--- src/hdl/apf_pkg.sv ---
// Shared constants, widths and the state type of the first-order allpass filter unit.
package apf_pkg;

    localparam int APF_SAMPLE_WIDTH    = 16;
    localparam int APF_COEF_FRAC_BITS  = 16;
    localparam int APF_RATE_W          = 18;
    localparam int APF_FREQ_W          = 16;
    localparam int APF_PI_W            = 18;
    localparam int APF_RATE_FRAC       = 16;
    localparam int APF_RQ_W            = APF_RATE_W + APF_RATE_FRAC;
    localparam int APF_PF_W            = APF_PI_W + APF_FREQ_W;
    localparam int APF_MAG_W           = APF_RQ_W;
    localparam int APF_DEN_W           = APF_RQ_W + 1;
    localparam int APF_QUEUE_DEPTH     = 2;

    localparam logic [APF_PI_W-1:0]   APF_PI_Q16     = 18'd205887;
    localparam logic [APF_RATE_W-1:0] APF_RATE_RESET = 18'd48000;

    typedef enum logic [2:0] {
        ST_IDLE,
        ST_DIV,
        ST_ROUND,
        ST_MUL,
        ST_ACC,
        ST_OUT
    } t_back_state;

endpackage

--- src/hdl/apf_queue.sv ---
// Small register queue that decouples the front part from the back part.
module apf_queue
    import apf_pkg::*;
#(
    parameter int DATA_W = 8,
    parameter int DEPTH  = APF_QUEUE_DEPTH
) (
    input  logic              i_clk,
    input  logic              i_rst_n,
    input  logic              i_push,
    input  logic [DATA_W-1:0] i_data,
    output logic              o_full,
    input  logic              i_pop,
    output logic [DATA_W-1:0] o_data,
    output logic              o_empty
);

    localparam int PTR_W = (DEPTH > 1) ? $clog2(DEPTH) : 1;
    localparam int CNT_W = $clog2(DEPTH + 1);

    logic [DATA_W-1:0] r_mem [DEPTH];
    logic [PTR_W-1:0]  r_wr;
    logic [PTR_W-1:0]  r_rd;
    logic [CNT_W-1:0]  r_cnt;
    logic              w_push;
    logic              w_pop;

    assign o_full  = (r_cnt == CNT_W'(DEPTH));
    assign o_empty = (r_cnt == '0);
    assign w_push  = i_push && !o_full;
    assign w_pop   = i_pop && !o_empty;
    assign o_data  = r_mem[r_rd];

    always_ff @(posedge i_clk) begin
        if (w_push) begin
            r_mem[r_wr] <= i_data;
        end
    end

    always_ff @(posedge i_clk) begin
        if (!i_rst_n) begin
            r_wr  <= '0;
            r_rd  <= '0;
            r_cnt <= '0;
        end else begin
            if (w_push) begin
                r_wr <= (r_wr == PTR_W'(DEPTH - 1)) ? '0 : r_wr + 1'b1;
            end
            if (w_pop) begin
                r_rd <= (r_rd == PTR_W'(DEPTH - 1)) ? '0 : r_rd + 1'b1;
            end
            if (w_push && !w_pop) begin
                r_cnt <= r_cnt + 1'b1;
            end else if (w_pop && !w_push) begin
                r_cnt <= r_cnt - 1'b1;
            end
        end
    end

endmodule

--- src/hdl/apf_front.sv ---
// Front part: accepts a request, forms the coefficient numerator and denominator.
module apf_front
    import apf_pkg::*;
#(
    parameter int SAMPLE_WIDTH = APF_SAMPLE_WIDTH,
    parameter int ENTRY_W      = SAMPLE_WIDTH + APF_MAG_W + APF_DEN_W + 2
) (
    input  logic                    i_clk,
    input  logic                    i_rst_n,
    input  logic [APF_RATE_W-1:0]   i_rate,
    input  logic                    i_push,
    input  logic [SAMPLE_WIDTH-1:0] i_sample,
    input  logic [APF_FREQ_W-1:0]   i_freq,
    output logic                    o_full,
    output logic                    o_q_push,
    output logic [ENTRY_W-1:0]      o_q_data,
    input  logic                    i_q_full
);

    logic                    r_valid;
    logic [SAMPLE_WIDTH-1:0] r_x;
    logic [APF_RQ_W-1:0]     r_rq;
    logic [APF_PF_W-1:0]     r_pf;
    logic [APF_DEN_W-1:0]    w_den;
    logic [APF_MAG_W-1:0]    w_mag;
    logic                    w_neg;
    logic                    w_zden;
    logic                    w_accept;

    assign o_q_push = r_valid && !i_q_full;
    assign o_full   = r_valid && i_q_full;
    assign w_accept = i_push && !o_full;

    assign w_den  = APF_DEN_W'(r_rq) + APF_DEN_W'(r_pf);
    assign w_neg  = (r_rq >= r_pf);
    assign w_mag  = w_neg ? (r_rq - r_pf) : (r_pf - r_rq);
    assign w_zden = (w_den == '0);

    assign o_q_data = {r_x, w_mag, w_den, w_neg, w_zden};

    always_ff @(posedge i_clk) begin
        if (w_accept) begin
            r_x  <= i_sample;
            r_rq <= {i_rate, {APF_RATE_FRAC{1'b0}}};
            r_pf <= APF_PF_W'(APF_PI_Q16) * APF_PF_W'(i_freq);
        end
    end

    always_ff @(posedge i_clk) begin
        if (!i_rst_n) begin
            r_valid <= 1'b0;
        end else if (w_accept) begin
            r_valid <= 1'b1;
        end else if (o_q_push) begin
            r_valid <= 1'b0;
        end
    end

endmodule

--- src/hdl/apf_back.sv ---
// Back part: iterative coefficient divider, filter arithmetic and result register.
module apf_back
    import apf_pkg::*;
#(
    parameter int SAMPLE_WIDTH   = APF_SAMPLE_WIDTH,
    parameter int COEF_FRAC_BITS = APF_COEF_FRAC_BITS,
    parameter int ENTRY_W        = SAMPLE_WIDTH + APF_MAG_W + APF_DEN_W + 2
) (
    input  logic                    i_clk,
    input  logic                    i_rst_n,
    input  logic                    i_q_empty,
    input  logic [ENTRY_W-1:0]      i_q_data,
    output logic                    o_q_pop,
    output logic                    o_empty,
    input  logic                    i_pop,
    output logic [SAMPLE_WIDTH-1:0] o_sample
);

    localparam int Q_W    = COEF_FRAC_BITS + 1;
    localparam int A0_W   = COEF_FRAC_BITS + 2;
    localparam int DIFF_W = SAMPLE_WIDTH + 1;
    localparam int ACC_W  = COEF_FRAC_BITS + SAMPLE_WIDTH + 3;
    localparam int CNT_W  = $clog2(COEF_FRAC_BITS + 1);

    localparam logic signed [A0_W-1:0]  A0_NEG_ONE = -$signed(A0_W'(1) << COEF_FRAC_BITS);
    localparam logic signed [ACC_W-1:0] ACC_HALF   = $signed(ACC_W'(1) << (COEF_FRAC_BITS - 1));
    localparam logic signed [ACC_W-1:0] Y_HI =
        $signed((ACC_W'(1) << (SAMPLE_WIDTH - 1)) - ACC_W'(1));
    localparam logic signed [ACC_W-1:0] Y_LO = -Y_HI - ACC_W'(1);

    t_back_state r_state;
    t_back_state n_state;

    logic [SAMPLE_WIDTH-1:0]        w_e_x;
    logic [APF_MAG_W-1:0]           w_e_mag;
    logic [APF_DEN_W-1:0]           w_e_den;
    logic                           w_e_neg;
    logic                           w_e_zden;

    logic signed [SAMPLE_WIDTH-1:0] r_x;
    logic [APF_DEN_W-1:0]           r_den;
    logic [APF_DEN_W-1:0]           r_rem;
    logic [Q_W-1:0]                 r_q;
    logic                           r_neg;
    logic                           r_zden;
    logic [CNT_W-1:0]               r_cnt;
    logic signed [A0_W-1:0]         r_a0;
    logic signed [DIFF_W-1:0]       r_diff;
    logic signed [ACC_W-1:0]        r_prod;
    logic signed [SAMPLE_WIDTH-1:0] r_y;
    logic signed [SAMPLE_WIDTH-1:0] r_prev_in;
    logic signed [SAMPLE_WIDTH-1:0] r_prev_out;
    logic                           r_out_valid;
    logic [SAMPLE_WIDTH-1:0]        r_out;

    logic [APF_DEN_W:0]             w_trial;
    logic                           w_ge;
    logic [Q_W-1:0]                 w_q_rnd;
    logic signed [A0_W-1:0]         w_q_s;
    logic signed [ACC_W-1:0]        w_acc;
    logic signed [ACC_W-1:0]        w_yfull;
    logic signed [SAMPLE_WIDTH-1:0] w_ysat;
    logic                           w_out_free;
    logic                           w_commit;

    assign {w_e_x, w_e_mag, w_e_den, w_e_neg, w_e_zden} = i_q_data;

    assign w_trial  = {r_rem, 1'b0};
    assign w_ge     = (w_trial >= (APF_DEN_W + 1)'(r_den));
    assign w_q_rnd  = w_ge ? r_q + 1'b1 : r_q;
    assign w_q_s    = $signed({1'b0, w_q_rnd});

    assign w_acc    = r_prod + (ACC_W'(r_prev_in) <<< COEF_FRAC_BITS) + ACC_HALF;
    assign w_yfull  = w_acc >>> COEF_FRAC_BITS;
    assign w_ysat   = (w_yfull > Y_HI) ? SAMPLE_WIDTH'(Y_HI) :
                      (w_yfull < Y_LO) ? SAMPLE_WIDTH'(Y_LO) : SAMPLE_WIDTH'(w_yfull);

    assign w_out_free = !r_out_valid || i_pop;
    assign o_empty    = !r_out_valid;
    assign o_sample   = r_out;

    always_ff @(posedge i_clk) begin
        if (!i_rst_n) begin
            r_state <= ST_IDLE;
        end else begin
            r_state <= n_state;
        end
    end

    always_comb begin
        n_state  = r_state;
        o_q_pop  = 1'b0;
        w_commit = 1'b0;
        unique case (r_state)
            ST_IDLE: begin
                if (!i_q_empty) begin
                    o_q_pop = 1'b1;
                    n_state = ST_DIV;
                end
            end
            ST_DIV: begin
                if (r_cnt == CNT_W'(1)) begin
                    n_state = ST_ROUND;
                end
            end
            ST_ROUND: n_state = ST_MUL;
            ST_MUL:   n_state = ST_ACC;
            ST_ACC:   n_state = ST_OUT;
            ST_OUT: begin
                if (w_out_free) begin
                    w_commit = 1'b1;
                    n_state  = ST_IDLE;
                end
            end
            default: n_state = ST_IDLE;
        endcase
    end

    always_ff @(posedge i_clk) begin
        case (r_state)
            ST_IDLE: begin
                r_x    <= $signed(w_e_x);
                r_den  <= w_e_den;
                r_neg  <= w_e_neg;
                r_zden <= w_e_zden;
                r_cnt  <= CNT_W'(COEF_FRAC_BITS);
                if (APF_DEN_W'(w_e_mag) >= w_e_den) begin
                    r_rem <= APF_DEN_W'(w_e_mag) - w_e_den;
                    r_q   <= Q_W'(1);
                end else begin
                    r_rem <= APF_DEN_W'(w_e_mag);
                    r_q   <= '0;
                end
            end
            ST_DIV: begin
                r_cnt <= r_cnt - 1'b1;
                r_q   <= {r_q[Q_W-2:0], w_ge};
                if (w_ge) begin
                    r_rem <= APF_DEN_W'(w_trial - (APF_DEN_W + 1)'(r_den));
                end else begin
                    r_rem <= APF_DEN_W'(w_trial);
                end
            end
            ST_ROUND: begin
                if (r_zden) begin
                    r_a0 <= A0_NEG_ONE;
                end else if (r_neg) begin
                    r_a0 <= -w_q_s;
                end else begin
                    r_a0 <= w_q_s;
                end
                r_diff <= DIFF_W'(r_x) - DIFF_W'(r_prev_out);
            end
            ST_MUL: begin
                r_prod <= r_a0 * r_diff;
            end
            ST_ACC: begin
                r_y <= w_ysat;
            end
            default: begin
            end
        endcase
    end

    always_ff @(posedge i_clk) begin
        if (!i_rst_n) begin
            r_prev_in   <= '0;
            r_prev_out  <= '0;
            r_out_valid <= 1'b0;
        end else begin
            if (w_commit) begin
                r_prev_in   <= r_x;
                r_prev_out  <= r_y;
                r_out_valid <= 1'b1;
            end else if (i_pop) begin
                r_out_valid <= 1'b0;
            end
        end
    end

    always_ff @(posedge i_clk) begin
        if (w_commit) begin
            r_out <= r_y;
        end
    end

endmodule

--- src/hdl/first_order_allpass_filter_unit.sv ---
// Top level of the first-order allpass filter unit with its sample rate register.
// Each request carries one signed sample and a break frequency in hertz and yields one
// filtered, rounded and saturated sample, y = a0*(x - previous y) + previous x, with
// a0 = -(R - pi*f)/(R + pi*f) formed per request. The front part registers each request
// and can take the next as it hands one on through a two-entry queue to the back part,
// where a restoring divider producing one quotient bit per cycle sets the rate; the back
// part pops the next request only after the last one has left its output state.
// Results wait in an output register, so the front keeps accepting requests until the
// queue fills. The sample rate register resets to 48000 and should be written only
// while no request is in flight; writes are always taken.
module first_order_allpass_filter_unit
    import apf_pkg::*;
#(
    parameter int SAMPLE_WIDTH   = APF_SAMPLE_WIDTH,
    parameter int COEF_FRAC_BITS = APF_COEF_FRAC_BITS
) (
    input  logic                    i_clk,
    input  logic                    i_rst_n,
    input  logic                    i_cfg_valid,
    output logic                    o_cfg_ready,
    input  logic [APF_RATE_W-1:0]   i_cfg_data,
    input  logic                    push,
    output logic                    full,
    input  logic [SAMPLE_WIDTH-1:0] i_sample_in,
    input  logic [APF_FREQ_W-1:0]   i_cutoff_hz,
    output logic                    empty,
    input  logic                    pop,
    output logic [SAMPLE_WIDTH-1:0] o_sample_out
);

    localparam int ENTRY_W = SAMPLE_WIDTH + APF_MAG_W + APF_DEN_W + 2;

    logic [APF_RATE_W-1:0] r_sample_rate;
    logic                  w_q_push;
    logic                  w_q_full;
    logic                  w_q_pop;
    logic                  w_q_empty;
    logic [ENTRY_W-1:0]    w_q_wdata;
    logic [ENTRY_W-1:0]    w_q_rdata;

    assign o_cfg_ready = 1'b1;

    always_ff @(posedge i_clk) begin
        if (!i_rst_n) begin
            r_sample_rate <= APF_RATE_RESET;
        end else if (i_cfg_valid && o_cfg_ready) begin
            r_sample_rate <= i_cfg_data;
        end
    end

    apf_front #(
        .SAMPLE_WIDTH (SAMPLE_WIDTH),
        .ENTRY_W      (ENTRY_W)
    ) u_front (
        .i_clk    (i_clk),
        .i_rst_n  (i_rst_n),
        .i_rate   (r_sample_rate),
        .i_push   (push),
        .i_sample (i_sample_in),
        .i_freq   (i_cutoff_hz),
        .o_full   (full),
        .o_q_push (w_q_push),
        .o_q_data (w_q_wdata),
        .i_q_full (w_q_full)
    );

    apf_queue #(
        .DATA_W (ENTRY_W),
        .DEPTH  (APF_QUEUE_DEPTH)
    ) u_queue (
        .i_clk   (i_clk),
        .i_rst_n (i_rst_n),
        .i_push  (w_q_push),
        .i_data  (w_q_wdata),
        .o_full  (w_q_full),
        .i_pop   (w_q_pop),
        .o_data  (w_q_rdata),
        .o_empty (w_q_empty)
    );

    apf_back #(
        .SAMPLE_WIDTH   (SAMPLE_WIDTH),
        .COEF_FRAC_BITS (COEF_FRAC_BITS),
        .ENTRY_W        (ENTRY_W)
    ) u_back (
        .i_clk     (i_clk),
        .i_rst_n   (i_rst_n),
        .i_q_empty (w_q_empty),
        .i_q_data  (w_q_rdata),
        .o_q_pop   (w_q_pop),
        .o_empty   (empty),
        .i_pop     (pop),
        .o_sample  (o_sample_out)
    );

endmodule

--- config.mk ---
export PLATFORM = sky130hd
export DESIGN_NAME = first_order_allpass_filter_unit
export DESIGN_NICKNAME = d
export VERILOG_FILES = /design/src/hdl/apf_pkg.sv /design/src/hdl/apf_queue.sv /design/src/hdl/apf_front.sv /design/src/hdl/apf_back.sv /design/src/hdl/first_order_allpass_filter_unit.sv
export SDC_FILE = /design/constraint.sdc
export NUM_CORES = 2
export LEC_CHECK = 0
export BUFFER_PORTS_ARGS = -buffer_cell sky130_fd_sc_hd__buf_2
export CAP_MARGIN = 20
export CORE_MARGIN = 3
export CORE_UTILIZATION = 40
export DETAILED_ROUTE_END_ITERATION = 6
export PLACE_DENSITY = 0.54
export SLEW_MARGIN = 30
export SYNTH_ARGS = -nofsm -noshare
export SYNTH_HDL_FRONTEND = slang
export SYNTH_SLANG_ARGS = --single-unit
export TNS_END_PERCENT = 100
--- constraint.sdc ---
create_clock -name i_clk -period 12.55 [get_ports i_clk]
set_clock_uncertainty 0.1 [all_clocks]
set_input_delay 1.255 -clock i_clk [delete_from_list [all_inputs] [get_ports i_clk]]
set_output_delay 1.255 -clock i_clk [all_outputs]
set_load 0.02 [all_outputs]
After elaboration in Yosys (flattened, before gate mapping)
Memory sizes are Yosys's and may differ from the RTL's. A register that Yosys moved wholly into a read port is not among the register bits.
Cells that the tools add are included.
- add/sub/neg operators: 15
- multiply operators: 2
- order comparisons: 5
- equal/unequal tests: 10
- mux-type cells: 30
- reduce and logical (&&, ||, !) cells: 22
- operators by type and width (operator ; number):
    35-bit 2-to-1 mux ; 2
    35-bit one-hot mux with 2 select lines ; 1
    34-bit subtractor ; 2
    36-bit by 35-bit >= comparator with 1-bit output ; 1
    34-bit by 34-bit adder with 35-bit output ; 1
    35-bit by 17-bit adder with 35-bit output, second input constant ; 1
    35-bit by 32-bit adder with 35-bit output ; 1
    34-bit by 35-bit >= comparator with 1-bit output ; 1
    35-bit logical NOT ; 1
    18-bit by 17-bit multiplier with 35-bit output ; 1
    34-bit by 35-bit subtractor with 35-bit output ; 1
    35-bit subtractor ; 1
    34-bit >= comparator ; 1
    18-bit by 16-bit multiplier with 34-bit output, first input constant ; 1
    34-bit 2-to-1 mux ; 1
    17-bit one-hot mux with 2 select lines ; 1
    19-bit by 16-bit > comparator with 1-bit output, second input constant ; 1
    19-bit by 16-bit less-than comparator with 1-bit output, second input constant ; 1
    18-bit 2-to-1 mux ; 1
    17-bit negator with 18-bit output ; 1
    3-bit one-hot mux with 6 select lines ; 1
    17-bit by 1-bit adder with 17-bit output, second input constant ; 1
    17-bit 2-to-1 mux ; 1
    16-bit by 16-bit subtractor with 17-bit output ; 1
    23 further kinds ; 58
- register bits: 339
- bits in writable memories: 174
- input port bits: 55
- output and inout port bits: 19
- logic and storage cells: 109
- memories: 1
- memories (name ; words ; width ; read ports ; clocked after Yosys merged registers in ; wr ports ; line ; text):
    u_queue.r_mem ; 2 ; 87 ; 1 ; 1 ; 1 ; apf_queue.sv:21 ; logic [DATA_W-1:0] r_mem [DEPTH];

Depth between registers and ports, before layout
- word-level depth: 8
- depth in mapped cells: 26
- mapped depth without buffers: 25

Hierarchy
A second synthesis with hierarchy kept.
- cell total of the unflattened synthesis: 4143
- area, all modules: 43484.2 µm²
- by module, submodules not included (module ; times used ; cells each ; area each (µm²) ; sequential area each (µm²)):
    apf_back ; 1 ; 2715 ; 25871.1 ; 6636.4
    apf_front ; 1 ; 1073 ; 10297.4 ; 2062.0
    apf_queue ; 1 ; 296 ; 6632.6 ; 5325.1
    first_order_allpass_filter_unit ; 1 ; 59 ; 683.2 ; 360.3

Worst setup path after synthesis
OpenSTA, ideal clock, no wires.
- path kind: in2reg
- start: input port i_cutoff_hz[10]
- end: register u_front.r_pf[31] (data pin)
- setup time: 0.258 ns
- data arrival time: 6.418 ns
- data required time: 12.192 ns
- slack: 5.774 ns
- stages: 22
- path buffers: 0
- path through: fa_1 -> fa_1 -> inv_1 -> fa_1 -> inv_1 -> fa_1 -> inv_1 -> fa_1 -> fa_1 -> inv_1 -> ha_1 -> and3_1 -> a31oi_1 -> nand2_1 -> nor2_1 -> a221oi_1 -> o21ai_0 -> o311a_1 -> a21oi_1 -> a21o_1 -> a21oi_1 -> xnor2_1
- cells in the longest elaborated chain, start to end: 1
- ends and longest elaborated chain (what ; line ; text):
    start, declared ; first_order_allpass_filter_unit.sv:25 ; input logic [APF_FREQ_W-1:0] i_cutoff_hz,
    18-bit by 16-bit multiplier with 34-bit output ; apf_front.sv:45 ; r_pf <= APF_PF_W'(APF_PI_Q16) * APF_PF_W'(i_freq);
    end signal, assigned ; apf_front.sv:45 ;
    end, declared ; apf_front.sv:23 ; logic [APF_PF_W-1:0] r_pf;
Every way passes these cells.
A chain may end at the register's enable or synchronous reset.

Final worst setup path
- start: register u_back.r_diff[2]
- end: register u_back.r_prod[34] (data pin)
- cells in the longest elaborated chain, start to end: 1
- ends and longest elaborated chain (what ; line ; text):
    start, declared ; apf_back.sv:48 ; logic signed [DIFF_W-1:0] r_diff;
    start signal, assigned ; apf_back.sv:152 ; r_diff <= DIFF_W'(r_x) - DIFF_W'(r_prev_out);
    18-bit by 17-bit multiplier with 35-bit output ; apf_back.sv:155 ; r_prod <= r_a0 * r_diff;
    end signal, assigned ; apf_back.sv:155 ;
    end, declared ; apf_back.sv:49 ; logic signed [ACC_W-1:0] r_prod;
Every way passes these cells.

==> flow_metrics.py <==
metrics = {
    "drt": {
        "wl_per_cell_microns": 17.4,
        "vias": 27900,
        "drc_errors": 0,
        "drt_iter0_markers": 1442,
        "viasPerCell": 5.03,
        "antenna_left": 0,
        "drt-total-wl_microns": 96600,
        "firstDrtPassIters": 5,
    },
    "sta": {
        "maxSlewHeadroom_pct": 32.8,
        "finalCritPeriodShare_pct": 59.1,
        "finalHoldViolCount": 0,
        "post-route-min-period_ps": 7420,
        "fmax_ghz": 0.135,
        "rsz0062_at_grt": "false",
        "drv_slew": 0,
        "tns_ps": 0,
        "setup_violations": 0,
        "worst_slew_pin_slew_ps": 1000,
    },
    "clocking": {
        "cts_setup_buffers": 0,
        "cts_sinks": 497,
        "cts-root-buf": "clkbuf_16",
        "cts_htree_levels": 2,
        "clock_latency_ps": 640,
        "cts_buffers": 54,
        "cts_resized": 0,
        "hold_buffers": 0,
        "cts_tree": "done",
        "clk_pin_slew_worst_paths_ps": 70,
        "cts_max_path_buffers": 3,
    },
    "layout": {
        "design_area_sq_um": 46400,
        "final_layout_size_suffix_gt1_share_pct": 6.63,
        "final_cell_mix": "inv_1, edfxtp_1, fa_1, ha_1, nand2_1",
        "layout_commonest_cell": "inv_1",
        "nNetsFinal": 4964,
        "diodes": 0,
        "area_growth_pct": 8.71,
    },
    "min_path": {
        "hp-class": "reg -> reg",
    },
    "logic_synthesis": {
        "syn_inst": 4110,
        "post-synth-top-area-fraction_pct": 30.7,
        "ys_types": 78,
        "synth-async-reset-ratio_pct": 0,
        "ys_seq_area_share_pct": 33.6,
        "yosysTopAreaCell": "edfxtp_1",
        "synth-edff-count": 437,
        "syn_area_sq_um": 42700,
        "yosys_register_bits": 497,
        "syn_nets": 4952,
        "syn_avg_cell_area_sq_um": 10.4,
        "synth_area_leaders": "edfxtp_1, fa_1, ha_1, inv_1, xnor2_1",
        "yosys_warnings": 0,
        "synth_ff_type": "edfxtp_1",
    },
    "grt": {
        "grt_pass1_wl_microns": 157000,
        "first_global_vias": 28600,
        "grt_usage_pct": 17.7,
        "antenna_found_initial": 2,
        "grt_max_degree": 75,
        "grt_overflow": 0,
    },
    "setup_path": {
        "crit_type": "reg -> reg",
        "path_max_fanout": 18,
        "worstPathRequired_ps": 12840,
        "reg2reg_slack_ps": 5130,
        "worstPathArrival_ps": 7710,
        "crit_path_end_kind": "register",
        "critical_path.startpoint_type": "register",
    },
    "status": {
        "status": "finished clean",
    },
    "placed_design": {
        "port_buffers": 72,
        "gp_congestion": 0.869,
        "placed_area_sq_um": 44500,
        "hpwl_microns": 74600,
    },
    "floorplanning": {
        "core_area_sq_um": 106000,
        "die_h_microns": 333,
        "io_pins": 74,
        "die_width_microns": 333,
        "initial_core_util_pct": 40.4,
        "die-area_sq_um": 111000,
        "row_count": 119,
    },
    "run": {
        "cap_violations": 0,
    },
}
## cells in the mapped netlist, drive strengths merged, types with 13 or more instances
| master | number |
|---|---|
| a211oi | 32 |
| a21boi | 49 |
| a21o | 71 |
| a21oi | 160 |
| a31oi | 40 |
| and2 | 161 |
| and3 | 37 |
| buf | 15 |
| clkbuf | 123 |
| dfxtp | 60 |
| edfxtp | 437 |
| fa | 394 |
| ha | 393 |
| inv | 693 |
| mux2 | 55 |
| mux2i | 65 |
| nand2 | 358 |
| nand2b | 32 |
| nand3 | 57 |
| nand4 | 17 |
| nor2 | 193 |
| nor2b | 38 |
| nor3 | 49 |
| o211ai | 18 |
| o21a | 25 |
| o21ai | 95 |
| o21bai | 31 |
| o41ai | 13 |
| or2 | 13 |
| or3 | 18 |
| xnor2 | 161 |
| xor2 | 61 |
## metrics by stage
stage          std cells  util, %  hold slack (ps)  setup slack [ps]
2_1_floorplan       4110        -              308              5770
3_3_place_gp        5455     42.1              316              5050
3_5_place_dp        5455     42.1              316              5030
4_1_cts             5554     43.9              333              5080
5_1_grt             5556     44.0              347              4470
6_report            5556     44.0              331              5130
## state kept, by name, summed over array words and instances (netlist names), 18 cells and up, named ones only
| register | cells |
|---|---|
| u_queue.r_mem | 172 |
| u_back.r_den | 35 |
| u_back.r_rem | 35 |
| u_front.r_pf | 34 |
| u_back.r_prod | 20 |
| r_sample_rate | 18 |
| u_back.r_a0 | 18 |
| u_front.r_rq | 18 |
## worst max-delay path: stages (launching register included)
cell,delay [ps]
edfxtp_1,810
nand2_1,200
inv_1,170
fa_1,410
inv_1,270
fa_1,500
inv_1,380
fa_1,490
fa_1,470
fa_1,550
inv_1,50
fa_1,530
inv_1,40
ha_1,340
a21oi_1,140
nor2b_1,50
o21ai_0,150
nand2b_1,100
a221oi_1,330
nor2b_1,80
a31o_2,240
o41ai_1,440
o21bai_1,150
xnor2_1,140
## metal layers
layer / up-vias / part of all wire (%) / track usage, %
met1: 13600 / 49 / 25.8
met3: 108 / 3.7 / 2.09
li1: 13800 / - / -
met4: 0 / 1.8 / 3.66
met2: 462 / 45 / 28.5
met5: - / 0 / 0
## final cells by class
cell class,instances,area [sq um]
well taps,1391,1740
clock buffers,69,1490
fillers,10000,59200
multi-input cells,2782,25300
flip-flops and latches,497,14300
repair buffers,94,566
inverters,693,2600
clock inverters,30,383
## logic make-up after synthesis
family                     count (synthesis)  synth area share [%]
and+or+nand+nor                         1016                  11.6
adders and majority gates                787                  30.0
xor gates and xnor gates                 222                  4.56
DFF                                      497                  33.6
AOI/OAI and AO/OA                        636                  10.0
buffers and inverters                    831                  7.34
muxes                                    120                  2.98
other                                      1               0.00879
## final timing paths
| kind | start | to | cells past startpoint |
|---|---|---|---|
| max | u_back.r_diff[2] | u_back.r_prod[34] | 23 |
| min | r_sample_rate[9] | u_front.r_rq[25] | 0 |
| max reg2reg | u_back.r_diff[2] | u_back.r_prod[34] | 23 |
| min reg2reg | r_sample_rate[9] | u_front.r_rq[25] | 0 |
Power is not shown: default switching activity piles up to over one toggle a cycle in this logic, so the estimate is an artifact.
